`src/rtl/core/strc_pkg.sv`:
```
`default_nettype none

package strc_pkg;

   // color channel geometry
   localparam int CHAN_W = 8;
   localparam logic [CHAN_W-1:0] CHAN_MAX = 8'hFF;
   localparam logic [CHAN_W-1:0] CHAN_ZERO = 8'h00;

   // quotient bits of the ramp divider, one per pipeline stage
   localparam int QUOT_W = 8;

   // configuration register indexes
   localparam int CSR_IDX_W = 2;
   localparam logic [CSR_IDX_W-1:0] REG_RANGE_LOW   = 2'd0;
   localparam logic [CSR_IDX_W-1:0] REG_RANGE_HIGH  = 2'd1;
   localparam logic [CSR_IDX_W-1:0] REG_SIGNED_MODE = 2'd2;

   // how the final color is built from the ramp value
   typedef enum logic [3:0] {
      KIND_BLUE,
      KIND_RED,
      KIND_GREEN,
      KIND_SEG0,
      KIND_SEG1,
      KIND_SEG2,
      KIND_SEG3,
      KIND_SNEG,
      KIND_SPOS
   } kind_type;

endpackage

`default_nettype wire

```
`src/rtl/core/scalar_to_rainbow_color.sv`:
```
// Rainbow pseudocolor for a stream of signed Q8.8 samples. Each word on the req_ side
// carries one sample and yields one RGB word on the rsp_ side, in order. Unsigned mode
// ramps blue, cyan, green, yellow, red across the four quarters of the configured range
// (blue below, red above); signed mode fades red for negative and blue for positive
// samples against green. The block takes one word per clock unless a low rsp_tready
// has backed the pipeline up to its input. The depth comes from the 255*num/den ramp
// division, a restoring divider that resolves one quotient bit per pipeline stage over
// eight stages. Five stages of range and segment arithmetic and one operand stage sit in
// front of it, and the output register follows, for fifteen register stages in all.
// Each stage advances on its own, so empty stages fill while the output waits.
// Write the csr_ registers only while the pipeline is empty.
`default_nettype none

module scalar_to_rainbow_color
   import strc_pkg::*;
#(
   parameter int VALUE_WIDTH = 16
) (
   input  logic                               clock,
   input  logic                               reset,
   // configuration write port
   input  logic                               csr_wen,
   input  logic [CSR_IDX_W-1:0]               csr_index,
   input  logic [VALUE_WIDTH-1:0]             csr_wdata,
   // sample stream
   input  logic                               req_tvalid,
   output logic                               req_tready,
   input  logic [((VALUE_WIDTH+7)/8)*8-1:0]   req_tdata,   // [VALUE_WIDTH-1:0] sample_value
   // color stream
   output logic                               rsp_tvalid,
   input  logic                               rsp_tready,
   output logic [3*CHAN_W-1:0]                rsp_tdata    // [7:0] red, [15:8] green, [23:16] blue
);

   localparam int W        = VALUE_WIDTH;
   localparam int NW       = VALUE_WIDTH + QUOT_W;
   localparam int ST_IN    = 0;
   localparam int ST_D     = 1;
   localparam int ST_Q     = 2;
   localparam int ST_CMP   = 3;
   localparam int ST_SEL   = 4;
   localparam int ST_NUM   = 5;
   localparam int ST_DIV0  = 6;
   localparam int ST_DLAST = ST_DIV0 + QUOT_W - 1;
   localparam int ST_OUT   = ST_DLAST + 1;
   localparam int NSTG     = ST_OUT + 1;

   // configuration registers
   logic signed [W-1:0] csr_low_ff;
   logic signed [W-1:0] csr_high_ff;
   logic                csr_mode_ff;

   always_ff @(posedge clock) begin
      if (reset) begin
         csr_low_ff  <= '0;
         csr_high_ff <= W'(256);
         csr_mode_ff <= 1'b0;
      end else if (csr_wen) begin
         case (csr_index)
            REG_RANGE_LOW:   csr_low_ff  <= csr_wdata;
            REG_RANGE_HIGH:  csr_high_ff <= csr_wdata;
            REG_SIGNED_MODE: csr_mode_ff <= csr_wdata[0];
            default: ;
         endcase
      end
   end

   // stage valids and per-stage advance (a stage moves when empty or when the next moves)
   logic [NSTG-1:0] vld_ff;
   logic [NSTG-1:0] vld_prev;
   logic [NSTG:0]   adv;

   assign vld_prev = {vld_ff[NSTG-2:0], req_tvalid};

   always_comb begin
      adv[NSTG] = rsp_tready;
      for (int s = NSTG - 1; s >= 0; s--) begin
         adv[s] = !vld_ff[s] || adv[s+1];
      end
   end

   always_ff @(posedge clock) begin
      if (reset) begin
         vld_ff <= '0;
      end else begin
         for (int s = 0; s < NSTG; s++) begin
            if (adv[s]) begin
               vld_ff[s] <= vld_prev[s];
            end
         end
      end
   end

   assign req_tready = adv[ST_IN];
   assign rsp_tvalid = vld_ff[ST_OUT];

   // stage 1: capture sample, order the range bounds
   logic signed [W-1:0] lo_in, hi_in;
   logic signed [W-1:0] s1_v_ff, s1_lo_ff, s1_hi_ff;
   logic                s1_mode_ff;

   assign lo_in = (csr_low_ff > csr_high_ff) ? csr_high_ff : csr_low_ff;
   assign hi_in = (csr_low_ff > csr_high_ff) ? csr_low_ff : csr_high_ff;

   always_ff @(posedge clock) begin
      if (adv[ST_IN]) begin
         s1_v_ff    <= req_tdata[W-1:0];
         s1_lo_ff   <= lo_in;
         s1_hi_ff   <= hi_in;
         s1_mode_ff <= csr_mode_ff;
      end
   end

   // stage 2: range width, out-of-range flags, clamped sample
   logic [W-1:0]        d_in;
   logic                below_in, above_in;
   logic signed [W-1:0] vc_in;
   logic signed [W-1:0] s2_v_ff, s2_lo_ff, s2_hi_ff, s2_vc_ff;
   logic [W-1:0]        s2_d_ff;
   logic                s2_below_ff, s2_above_ff, s2_mode_ff;

   assign d_in     = W'(s1_hi_ff - s1_lo_ff);
   assign below_in = s1_v_ff < s1_lo_ff;
   assign above_in = s1_v_ff > s1_hi_ff;
   assign vc_in    = below_in ? s1_lo_ff : (above_in ? s1_hi_ff : s1_v_ff);

   always_ff @(posedge clock) begin
      if (adv[ST_D]) begin
         s2_v_ff     <= s1_v_ff;
         s2_lo_ff    <= s1_lo_ff;
         s2_hi_ff    <= s1_hi_ff;
         s2_d_ff     <= d_in;
         s2_below_ff <= below_in;
         s2_above_ff <= above_in;
         s2_vc_ff    <= vc_in;
         s2_mode_ff  <= s1_mode_ff;
      end
   end

   // stage 3: first two quarter points, 3/4 width, signed-mode operands
   logic signed [W-1:0] q1_in, q2_in;
   logic [W+1:0]        d3_sum;
   logic                sneg_in;
   logic [W-1:0]        snum_in, sden_in;
   logic signed [W-1:0] s3_v_ff, s3_lo_ff, s3_hi_ff, s3_q1_ff, s3_q2_ff;
   logic [W-1:0]        s3_d3_ff, s3_snum_ff, s3_sden_ff;
   logic                s3_below_ff, s3_above_ff, s3_empty_ff, s3_mode_ff, s3_sneg_ff;

   assign q1_in   = W'(s2_lo_ff + {2'b00, s2_d_ff[W-1:2]});
   assign q2_in   = W'(s2_lo_ff + {1'b0, s2_d_ff[W-1:1]});
   assign d3_sum  = {2'b00, s2_d_ff} + {1'b0, s2_d_ff, 1'b0};
   assign sneg_in = s2_vc_ff[W-1];
   assign snum_in = sneg_in ? W'(-s2_vc_ff) : s2_vc_ff;
   assign sden_in = sneg_in ? W'(-s2_lo_ff) : s2_hi_ff;

   always_ff @(posedge clock) begin
      if (adv[ST_Q]) begin
         s3_v_ff     <= s2_v_ff;
         s3_lo_ff    <= s2_lo_ff;
         s3_hi_ff    <= s2_hi_ff;
         s3_q1_ff    <= q1_in;
         s3_q2_ff    <= q2_in;
         s3_d3_ff    <= d3_sum[W+1:2];
         s3_below_ff <= s2_below_ff;
         s3_above_ff <= s2_above_ff;
         s3_empty_ff <= (s2_d_ff == '0);
         s3_mode_ff  <= s2_mode_ff;
         s3_sneg_ff  <= sneg_in;
         s3_snum_ff  <= snum_in;
         s3_sden_ff  <= sden_in;
      end
   end

   // stage 4: third quarter point, lower segment compares
   logic signed [W-1:0] q3_in;
   logic signed [W-1:0] s4_v_ff, s4_lo_ff, s4_hi_ff, s4_q1_ff, s4_q2_ff, s4_q3_ff;
   logic [W-1:0]        s4_snum_ff, s4_sden_ff;
   logic                s4_le1_ff, s4_le2_ff;
   logic                s4_below_ff, s4_above_ff, s4_empty_ff, s4_mode_ff, s4_sneg_ff;

   assign q3_in = W'(s3_lo_ff + s3_d3_ff);

   always_ff @(posedge clock) begin
      if (adv[ST_CMP]) begin
         s4_v_ff     <= s3_v_ff;
         s4_lo_ff    <= s3_lo_ff;
         s4_hi_ff    <= s3_hi_ff;
         s4_q1_ff    <= s3_q1_ff;
         s4_q2_ff    <= s3_q2_ff;
         s4_q3_ff    <= q3_in;
         s4_le1_ff   <= s3_v_ff <= s3_q1_ff;
         s4_le2_ff   <= s3_v_ff <= s3_q2_ff;
         s4_below_ff <= s3_below_ff;
         s4_above_ff <= s3_above_ff;
         s4_empty_ff <= s3_empty_ff;
         s4_mode_ff  <= s3_mode_ff;
         s4_sneg_ff  <= s3_sneg_ff;
         s4_snum_ff  <= s3_snum_ff;
         s4_sden_ff  <= s3_sden_ff;
      end
   end

   // stage 5: pick color kind and the ramp numerator and denominator
   logic         le3;
   kind_type     kind_in;
   logic [W-1:0] num_in, den_in;
   kind_type     s5_kind_ff;
   logic [W-1:0] s5_num_ff, s5_den_ff;

   always_comb begin
      le3     = s4_v_ff <= s4_q3_ff;
      kind_in = KIND_BLUE;
      num_in  = '0;
      den_in  = '0;
      if (!s4_mode_ff) begin
         if (s4_empty_ff || s4_below_ff) begin
            kind_in = KIND_BLUE;
         end else if (s4_above_ff) begin
            kind_in = KIND_RED;
         end else if (s4_le1_ff) begin
            kind_in = KIND_SEG0;
            num_in  = W'(s4_v_ff - s4_lo_ff);
            den_in  = W'(s4_q1_ff - s4_lo_ff);
         end else if (s4_le2_ff) begin
            kind_in = KIND_SEG1;
            num_in  = W'(s4_v_ff - s4_q1_ff);
            den_in  = W'(s4_q2_ff - s4_q1_ff);
         end else if (le3) begin
            kind_in = KIND_SEG2;
            num_in  = W'(s4_v_ff - s4_q2_ff);
            den_in  = W'(s4_q3_ff - s4_q2_ff);
         end else begin
            kind_in = KIND_SEG3;
            num_in  = W'(s4_v_ff - s4_q3_ff);
            den_in  = W'(s4_hi_ff - s4_q3_ff);
         end
      end else begin
         if (s4_empty_ff) begin
            kind_in = KIND_GREEN;
         end else begin
            kind_in = s4_sneg_ff ? KIND_SNEG : KIND_SPOS;
            num_in  = s4_snum_ff;
            den_in  = s4_sden_ff;
         end
      end
   end

   always_ff @(posedge clock) begin
      if (adv[ST_SEL]) begin
         s5_kind_ff <= kind_in;
         s5_num_ff  <= num_in;
         s5_den_ff  <= den_in;
      end
   end

   // stage 6: dividend 255*num; a zero divisor becomes 0/1 so the ramp reads zero
   logic          den_nz;
   logic [NW-1:0] rem0_in;
   logic [W-1:0]  den0_in;
   logic [NW-1:0] s6_rem_ff;
   logic [W-1:0]  s6_den_ff;
   kind_type      s6_kind_ff;

   assign den_nz  = s5_den_ff != '0;
   assign rem0_in = den_nz ? ({s5_num_ff, {QUOT_W{1'b0}}} - {{QUOT_W{1'b0}}, s5_num_ff}) : '0;
   assign den0_in = den_nz ? s5_den_ff : W'(1);

   always_ff @(posedge clock) begin
      if (adv[ST_NUM]) begin
         s6_rem_ff  <= rem0_in;
         s6_den_ff  <= den0_in;
         s6_kind_ff <= s5_kind_ff;
      end
   end

   // stages 7..14: restoring divider, one quotient bit per stage, MSB first
   logic [NW-1:0]     div_rem_ff  [QUOT_W];
   logic [W-1:0]      div_den_ff  [QUOT_W];
   logic [QUOT_W-1:0] div_quot_ff [QUOT_W];
   kind_type          div_kind_ff [QUOT_W];

   for (genvar j = 0; j < QUOT_W; j++) begin : g_div
      logic [NW-1:0]     rem_prev;
      logic [W-1:0]      den_prev;
      logic [QUOT_W-1:0] quot_prev;
      kind_type          kind_prev;
      logic [NW-1:0]     sub;
      logic [NW:0]       diff;
      logic              take;

      if (j == 0) begin : g_first
         assign rem_prev  = s6_rem_ff;
         assign den_prev  = s6_den_ff;
         assign quot_prev = '0;
         assign kind_prev = s6_kind_ff;
      end else begin : g_next
         assign rem_prev  = div_rem_ff[j-1];
         assign den_prev  = div_den_ff[j-1];
         assign quot_prev = div_quot_ff[j-1];
         assign kind_prev = div_kind_ff[j-1];
      end

      assign sub  = {{QUOT_W{1'b0}}, den_prev} << (QUOT_W - 1 - j);
      assign diff = {1'b0, rem_prev} - {1'b0, sub};
      assign take = !diff[NW];

      always_ff @(posedge clock) begin
         if (adv[ST_DIV0+j]) begin
            div_rem_ff[j]  <= take ? diff[NW-1:0] : rem_prev;
            div_den_ff[j]  <= den_prev;
            div_quot_ff[j] <= {quot_prev[QUOT_W-2:0], take};
            div_kind_ff[j] <= kind_prev;
         end
      end
   end

   // stage 15: build the color word
   logic [CHAN_W-1:0] u, u_inv;
   logic [CHAN_W-1:0] red_in, green_in, blue_in;
   logic [CHAN_W-1:0] red_ff, green_ff, blue_ff;

   assign u     = div_quot_ff[QUOT_W-1];
   assign u_inv = CHAN_MAX - u;

   always_comb begin
      case (div_kind_ff[QUOT_W-1])
         KIND_BLUE:  begin red_in = CHAN_ZERO; green_in = CHAN_ZERO; blue_in = CHAN_MAX;  end
         KIND_RED:   begin red_in = CHAN_MAX;  green_in = CHAN_ZERO; blue_in = CHAN_ZERO; end
         KIND_GREEN: begin red_in = CHAN_ZERO; green_in = CHAN_MAX;  blue_in = CHAN_ZERO; end
         KIND_SEG0:  begin red_in = CHAN_ZERO; green_in = u;         blue_in = CHAN_MAX;  end
         KIND_SEG1:  begin red_in = CHAN_ZERO; green_in = CHAN_MAX;  blue_in = u_inv;     end
         KIND_SEG2:  begin red_in = u;         green_in = CHAN_MAX;  blue_in = CHAN_ZERO; end
         KIND_SEG3:  begin red_in = CHAN_MAX;  green_in = u_inv;     blue_in = CHAN_ZERO; end
         KIND_SNEG:  begin red_in = u;         green_in = u_inv;     blue_in = CHAN_ZERO; end
         KIND_SPOS:  begin red_in = CHAN_ZERO; green_in = u_inv;     blue_in = u;         end
         default:    begin red_in = CHAN_ZERO; green_in = CHAN_ZERO; blue_in = CHAN_MAX;  end
      endcase
   end

   always_ff @(posedge clock) begin
      if (adv[ST_OUT]) begin
         red_ff   <= red_in;
         green_ff <= green_in;
         blue_ff  <= blue_in;
      end
   end

   assign rsp_tdata = {blue_ff, green_ff, red_ff};

   // an accepted word lands in the first stage
   a_accept_lands: assert property (@(posedge clock) disable iff (reset)
      (req_tvalid && req_tready) |=> vld_ff[ST_IN])
      else $error("accepted word did not enter the pipeline");

   // divisor entering the divider is never zero
   a_den_nonzero: assert property (@(posedge clock) disable iff (reset)
      vld_ff[ST_NUM] |-> (s6_den_ff != '0))
      else $error("zero divisor reached the divider");

   // after the last step the remainder is below the divisor
   a_rem_bound: assert property (@(posedge clock) disable iff (reset)
      vld_ff[ST_DLAST] |-> (div_rem_ff[QUOT_W-1] < {{QUOT_W{1'b0}}, div_den_ff[QUOT_W-1]}))
      else $error("divider remainder not reduced");

   // fixed colors carry a zero ramp value
   a_fixed_zero: assert property (@(posedge clock) disable iff (reset)
      (vld_ff[ST_DLAST] && (div_kind_ff[QUOT_W-1] == KIND_BLUE ||
                            div_kind_ff[QUOT_W-1] == KIND_RED ||
                            div_kind_ff[QUOT_W-1] == KIND_GREEN))
      |-> (div_quot_ff[QUOT_W-1] == '0))
      else $error("fixed color with nonzero ramp");

endmodule

`default_nettype wire

```
`config.mk`:
```
export PLATFORM = sky130hd
export DESIGN_NAME = scalar_to_rainbow_color
export DESIGN_NICKNAME = d
export VERILOG_FILES = /design/src/rtl/core/strc_pkg.sv /design/src/rtl/core/scalar_to_rainbow_color.sv
export SDC_FILE = /design/constraint.sdc
export NUM_CORES = 2
export LEC_CHECK = 0
export BUFFER_PORTS_ARGS = -buffer_cell sky130_fd_sc_hd__clkbuf_2
export CELL_PAD_IN_SITES_DETAIL_PLACEMENT = 0
export CELL_PAD_IN_SITES_GLOBAL_PLACEMENT = 1
export CORE_MARGIN = 10
export CORE_UTILIZATION = 56
export CTS_CLUSTER_DIAMETER = 50
export CTS_CLUSTER_SIZE = 25
export DETAILED_ROUTE_END_ITERATION = 12
export PLACE_DENSITY_LB_ADDON = 0.1
export REMOVE_ABC_BUFFERS = 1
export SLEW_MARGIN = 25
export SYNTH_ARGS = -nofsm -noshare
export SYNTH_HDL_FRONTEND = slang
export SYNTH_SLANG_ARGS = --single-unit
```
`constraint.sdc`:
```
create_clock -name clock -period 23.6 [get_ports clock]
set_input_delay 4.72 -clock clock [delete_from_list [all_inputs] [get_ports clock]]
set_output_delay 4.72 -clock clock [all_outputs]
set_load 0.1 [all_outputs]
```
# After elaboration in Yosys (flattened, before gate mapping)
# Memories as Yosys holds them, arrays and structs flattened.
# Cells that the tools add are included.
word_totals:
  ram_bits: 416
  reg_bits: 552
  mem_count: 4
  input_bits: 39
  word_cells: 218
op_classes:
  n_addsub: 25
  muxes: 55
  n_eq_ne: 10
  reduce_logical: 50
  n_lt_le_gt_ge: 6
mem_list:
  columns: ["name", "words", "word_bits", "read_ports", "rd_clocked_by_memory_dff", "write_ports", "line_no", "rtl"]
  rows:
  - ["div_rem_ff", 8, 24, 7, 0, 8, "scalar_to_rainbow_color.sv:277", "logic [NW-1:0] div_rem_ff [QUOT_W];"]
  - ["div_den_ff", 8, 16, 7, 0, 8, "scalar_to_rainbow_color.sv:278", "logic [W-1:0] div_den_ff [QUOT_W];"]
  - ["div_quot_ff", 8, 8, 8, 0, 8, "scalar_to_rainbow_color.sv:279", "logic [QUOT_W-1:0] div_quot_ff [QUOT_W];"]
  - ["div_kind_ff", 8, 4, 8, 0, 8, "scalar_to_rainbow_color.sv:280", "kind_type div_kind_ff [QUOT_W];"]
ops:
  columns: ["op", "count"]
  rows:
  - ["16-bit two-way mux", 19]
  - ["24-bit two-way mux", 8]
  - ["16-bit subtractor", 9]
  - ["16-bit <= comparator", 3]
  - ["8-bit one-hot mux with 3 select lines", 2]
  - ["16-bit greater-than comparator", 2]
  - ["16-bit negator", 2]
  - ["24-bit by 16-bit subtractor with 25-bit output", 1]
  - ["24-bit by 17-bit subtractor with 25-bit output", 1]
  - ["24-bit by 18-bit subtractor with 25-bit output", 1]
  - ["24-bit by 19-bit subtractor with 25-bit output", 1]
  - ["24-bit by 20-bit subtractor with 25-bit output", 1]
  - ["24-bit by 21-bit subtractor with 25-bit output", 1]
  - ["24-bit by 22-bit subtractor with 25-bit output", 1]
  - ["24-bit by 23-bit subtractor with 25-bit output", 1]
  - ["24-bit by 16-bit subtractor with 24-bit output", 1]
  - ["1-bit zero test", 23]
  - ["16-bit by 17-bit adder with 18-bit output", 1]
  - ["16-bit by 14-bit adder with 16-bit output", 1]
  - ["16-bit by 15-bit adder with 16-bit output", 1]
  - ["16-bit adder", 1]
  - ["4-bit by 3-bit equality test with 1-bit output (second input constant)", 4]
  - ["16-bit zero test", 1]
  - ["1-bit logical OR", 16]
  - ["19 further kinds", 44]

# Longest topological paths before layout
depth:
  ltp_word: 16
  mapped_depth: 14
  ltp_nobuf: 13

# Worst setup path before layout
# OpenSTA, ideal clock, no wires.
synth_timing:
  kind: "input port to output port"
  start: "input rsp_tready"
  end: "output req_tready"
  stages: 10
  arrival_time_ns: 11.038
  path_buffers: 1
  path_slack_ns: 7.842
  cell_sequence: "and2b_1 inv_1 nor2_1 and2_2 inv_1 nor2_1 and2_1 buf_2 nand4_1 or2_2"
synth_between:
  elab_chain_len: 15
synth_rtl:
  columns: ["element", "line_no", "rtl"]
  rows:
  - ["start, declared", "scalar_to_rainbow_color.sv:31", "input logic rsp_tready,"]
  - ["1-bit logical OR", "scalar_to_rainbow_color.sv:78", "adv[s] = !vld_ff[s] || adv[s+1];"]
  - ["named net adv[14]", "scalar_to_rainbow_color.sv:71", "logic [NSTG:0] adv;"]
  - ["1-bit logical OR (5 in a row)", "scalar_to_rainbow_color.sv:78", null]
  - ["named net adv[9]", "scalar_to_rainbow_color.sv:71", null]
  - ["1-bit logical OR (8 in a row)", "scalar_to_rainbow_color.sv:78", null]
  - ["named net adv[1]", "scalar_to_rainbow_color.sv:71", null]
  - ["1-bit logical OR", "scalar_to_rainbow_color.sv:78", null]
  - ["end, declared", "scalar_to_rainbow_color.sv:27", "output logic req_tready,"]
# The timed path passes the listed nets, and every way through them passes these cells.

# Worst setup path after layout
# Ends and elaborated chain as after synthesis.

==> run_results.csv <==
group,metric,value,unit
die,fp.coreArea,0.0872,mm2
synth,ys_dominant_reg_cell,"edfxtp_1",
sta,fin_tns_setup,0,ns
final_layout,final_cell_mix,"852 x edfxtp_1, 420 x ha_1, 401 x inv_1, 333 x nand2_1, 261 x a21oi_1",
synth,yosys_warnings,0,
global_routing,grt_max_degree,83,
power_and_ir_drop,p_clk_share,18.2,%
power_and_ir_drop,p_leak,22.1,nW
die,io_pins,65,
placed_design,gp_congestion,0.927,
synth,synth_cell_types,92,
synth,synth_top_area_cell,"edfxtp_1",
clock_tree,cts_buffers,90,
synth,syn_area,0.0494,mm2
sta,finalClockSkew,0.0232,ns
final_layout,stdcell_area,0.0542,mm2
synth,synthCells,4298,
power_and_ir_drop,power_density,151,mW/mm2
placed_design,dp_hpwl,89400,um
global_routing,grt_pass1_vias,32300,
worst_setup_path,cp_max_fo,49,
worst_setup_path,start_kind,"input port",
synth,synth_seq_cells,900,
sta,fin_ws,9.92,ns
drt,wl_per_cell,20.2,um
clock_tree,htree_levels,3,
clock_tree,post_cts.repair.setup_buffers,0,
sta,drv_slew,0,
synth,synth_area_per_cell,11.5,um2
drt,detail-route-antenna-nets,0,
sta,whs,0.410,ns
worst_setup_path,worstPathRequired,18.88,ns
hold_path,hold_path_end,"g_div[0].kind_prev[1]",
clock_tree,holdBufCountCts,0,
drt,dr.pass1.iters,6,
power_and_ir_drop,power_frac_comb,47.0,%
worst_setup_path,reg2reg_depth,10,
hold_path,whs_path_depth,0,
sta,max_freq,73.1,MHz
power_and_ir_drop,seqPwrFrac,34.8,%
synth,synth_edf_count,852,
final_layout,diodes,0,
worst_setup_path,path_class,"in2out",
run_status,status,"completed",
power_and_ir_drop,sw_frac_of_total,40.1,%
final_layout,final_cells,5624,
final_layout,final_core_util,62.2,%
placed_design,pre_cts_slack,9.89,ns
placed_design,place_inst,5454,
synth,synth_top_area_share,51.8,%
synth,ys_seq_area_share,53.7,%
placed_design,port_buffers,64,
flow_run,maxCapViolCount,0,
sta,finalCriticalPeriod,13.68,ns
sta,worst_pin_slew,1.10,ns
clock_tree,cts_resized,0,
placed_design,placed_cell_area,0.0510,mm2
clock_tree,clkTransAtPathRegs,0.08,ns
drt,drt_iter0_drc,1916,
die,die_area,0.100,mm2
worst_setup_path,rrSetupSlack,18.55,ns
power_and_ir_drop,switching_power,3.28,mW
power_and_ir_drop,internal_power,4.89,mW
drt,routed_wirelength,114000,um
final_layout,drive_gt1_share,8.97,%
drt,vias_per_cell,5.70,
clock_tree,cts_root_buf,"clkbuf_16",
worst_setup_path,cp-end-kind,"output pin",
worst_setup_path,critPathArrivalTime,8.96,ns
die,die_h,317,um
sta,finalSetupViolations,0,
die,start_util,56.7,%
power_and_ir_drop,peakVddDrop,0.192,mV
power_and_ir_drop,total_power,8.17,mW
hold_path,hold_start,"s5_kind_ff[1]",
hold_path,hp-class,"reg2reg",
sta,slew_headroom,25.8,%
synth,async_flop_share,0,%
global_routing,grt_pass1_wl,177000,um
sta,fin_crit_sh,58.0,%
drt,drc,0,
synth,netlist_top_cells_area,"edfxtp_1 52%, ha_1 11%, xnor2_1 3.6%",
die,rows,108,
clock_tree,clkLatencyLatePin,0.67,ns
worst_setup_path,worstReg2RegStart,"vld_ff[14]",
drt,num_vias,32000,
final_layout,final_common_cell,"edfxtp_1",
global_routing,overflow,0,
final_layout,fin_nets,4871,
clock_tree,clock_path_buffers,3,
die,die_w,317,um
global_routing,antenna_found_initial,0,
global_routing,track_usage,22.7,%
final_layout,area_growth,9.72,%
sta,rsz0062_at_grt,"no",
worst_setup_path,timing.rr.end,"s3_d3_ff[12]",
sta,hold_viol,0,
clock_tree,cts_tree,"yes",
clock_tree,clock-sinks,900,
-- synth_stat cells (all sizes together) (6+ instances only) --
cell       n
edfxtp   852
ha       420
inv      408
nand2    338
o21ai    272
a21oi    263
nor2     256
xnor2    204
nor3     100
xor2      91
mux2      80
o21a      74
a21o      72
nor2b     69
nand3     68
clkbuf    60
mux2i     52
nand2b    51
dfxtp     48
a211oi    40
or3       36
o31ai     34
buf       31
nor4      31
nand4     28
a31oi     23
o211ai    21
fa        20
and3      19
a21boi    18
and2      17
o21bai    17
o2111ai   16
or2       14
a211o     11
a31o      11
o41ai     11
a22oi     10
nand3b     9
o22a       9
o211a      8
o31a       6
or4        6
-- how the worst max path moves through the flow --
stage | end | cells past startpoint | start | slack (ns)
after floorplan | req_tready | 9 | rsp_tready | 7.87
after global placement | req_tready | 13 | rsp_tready | 10.0
after global routing | req_tready | 13 | rsp_tready | 9.52
after detailed placement | req_tready | 13 | rsp_tready | 9.89
after CTS | req_tready | 13 | rsp_tready | 9.86
final | req_tready | 13 | rsp_tready | 9.92
-- cell families (layout without fill, tap and decap cells) --
logic type / Yosys count / in the layout / share of synthesized area (%)
buffers and inverters: 499 / 670 / 3.93
multiplexers: 132 / 132 / 2.89
AND/OR/NAND/NOR: 1060 / 1060 / 10.3
adder cells (fa/ha/maj): 440 / 440 / 11.4
AO/OA/AOI/OAI: 972 / 972 / 12.5
XOR/XNOR: 295 / 295 / 5.23
flip-flops: 900 / 900 / 53.7
-- registers in the layout (all words and copies together), names as in the netlist, 24 cells and up --
register and count:
g_div.rem_prev 24, div_kind_ff 32, div_rem_ff 168, div_den_ff 112, div_quot_ff 36
-- metal layers --
| layer | wire length (um) | share of wire (%) | global-route usage (%) |
|---|---|---|---|
| met4 | 6730 | 5.9 | 12.7 |
| met5 | 0 | 0 | 0 |
| met2 | 60000 | 53 | 42.4 |
| met3 | 3280 | 2.9 | 2.50 |
| met1 | 43600 | 38 | 24.9 |
-- critical path: stages --
cell	delay [ns]
clkbuf_2	0.07
and2b_1	0.21
inv_1	0.67
nor2_1	0.30
and2_2	0.33
inv_2	0.70
nor2_1	0.23
and2_1	0.24
buf_4	0.18
nand4_1	0.14
buf_4	0.44
or2_2	0.21
clkbuf_2	0.45
-- power groups by stage --
stage,sequential (mW),clock (mW),combinational [mW]
after global routing,2.90,1.58,4.29
after CTS,2.85,1.51,3.84
after global placement,2.88,0,3.77
after floorplan,2.86,0,2.81
final,2.85,1.49,3.84
after detailed placement,2.88,0,3.81
-- cell type report --
cell class / instances / area (um2)
inverters: 408 / 1530
well taps: 1155 / 1450
clock inverters: 71 / 861
fillers: 6982 / 33000
flip-flops and latches: 900 / 26500
clock buffers: 98 / 2310
repair buffers: 93 / 538
multi-input cells: 2899 / 21000
Power figures use the tool's default switching activity.
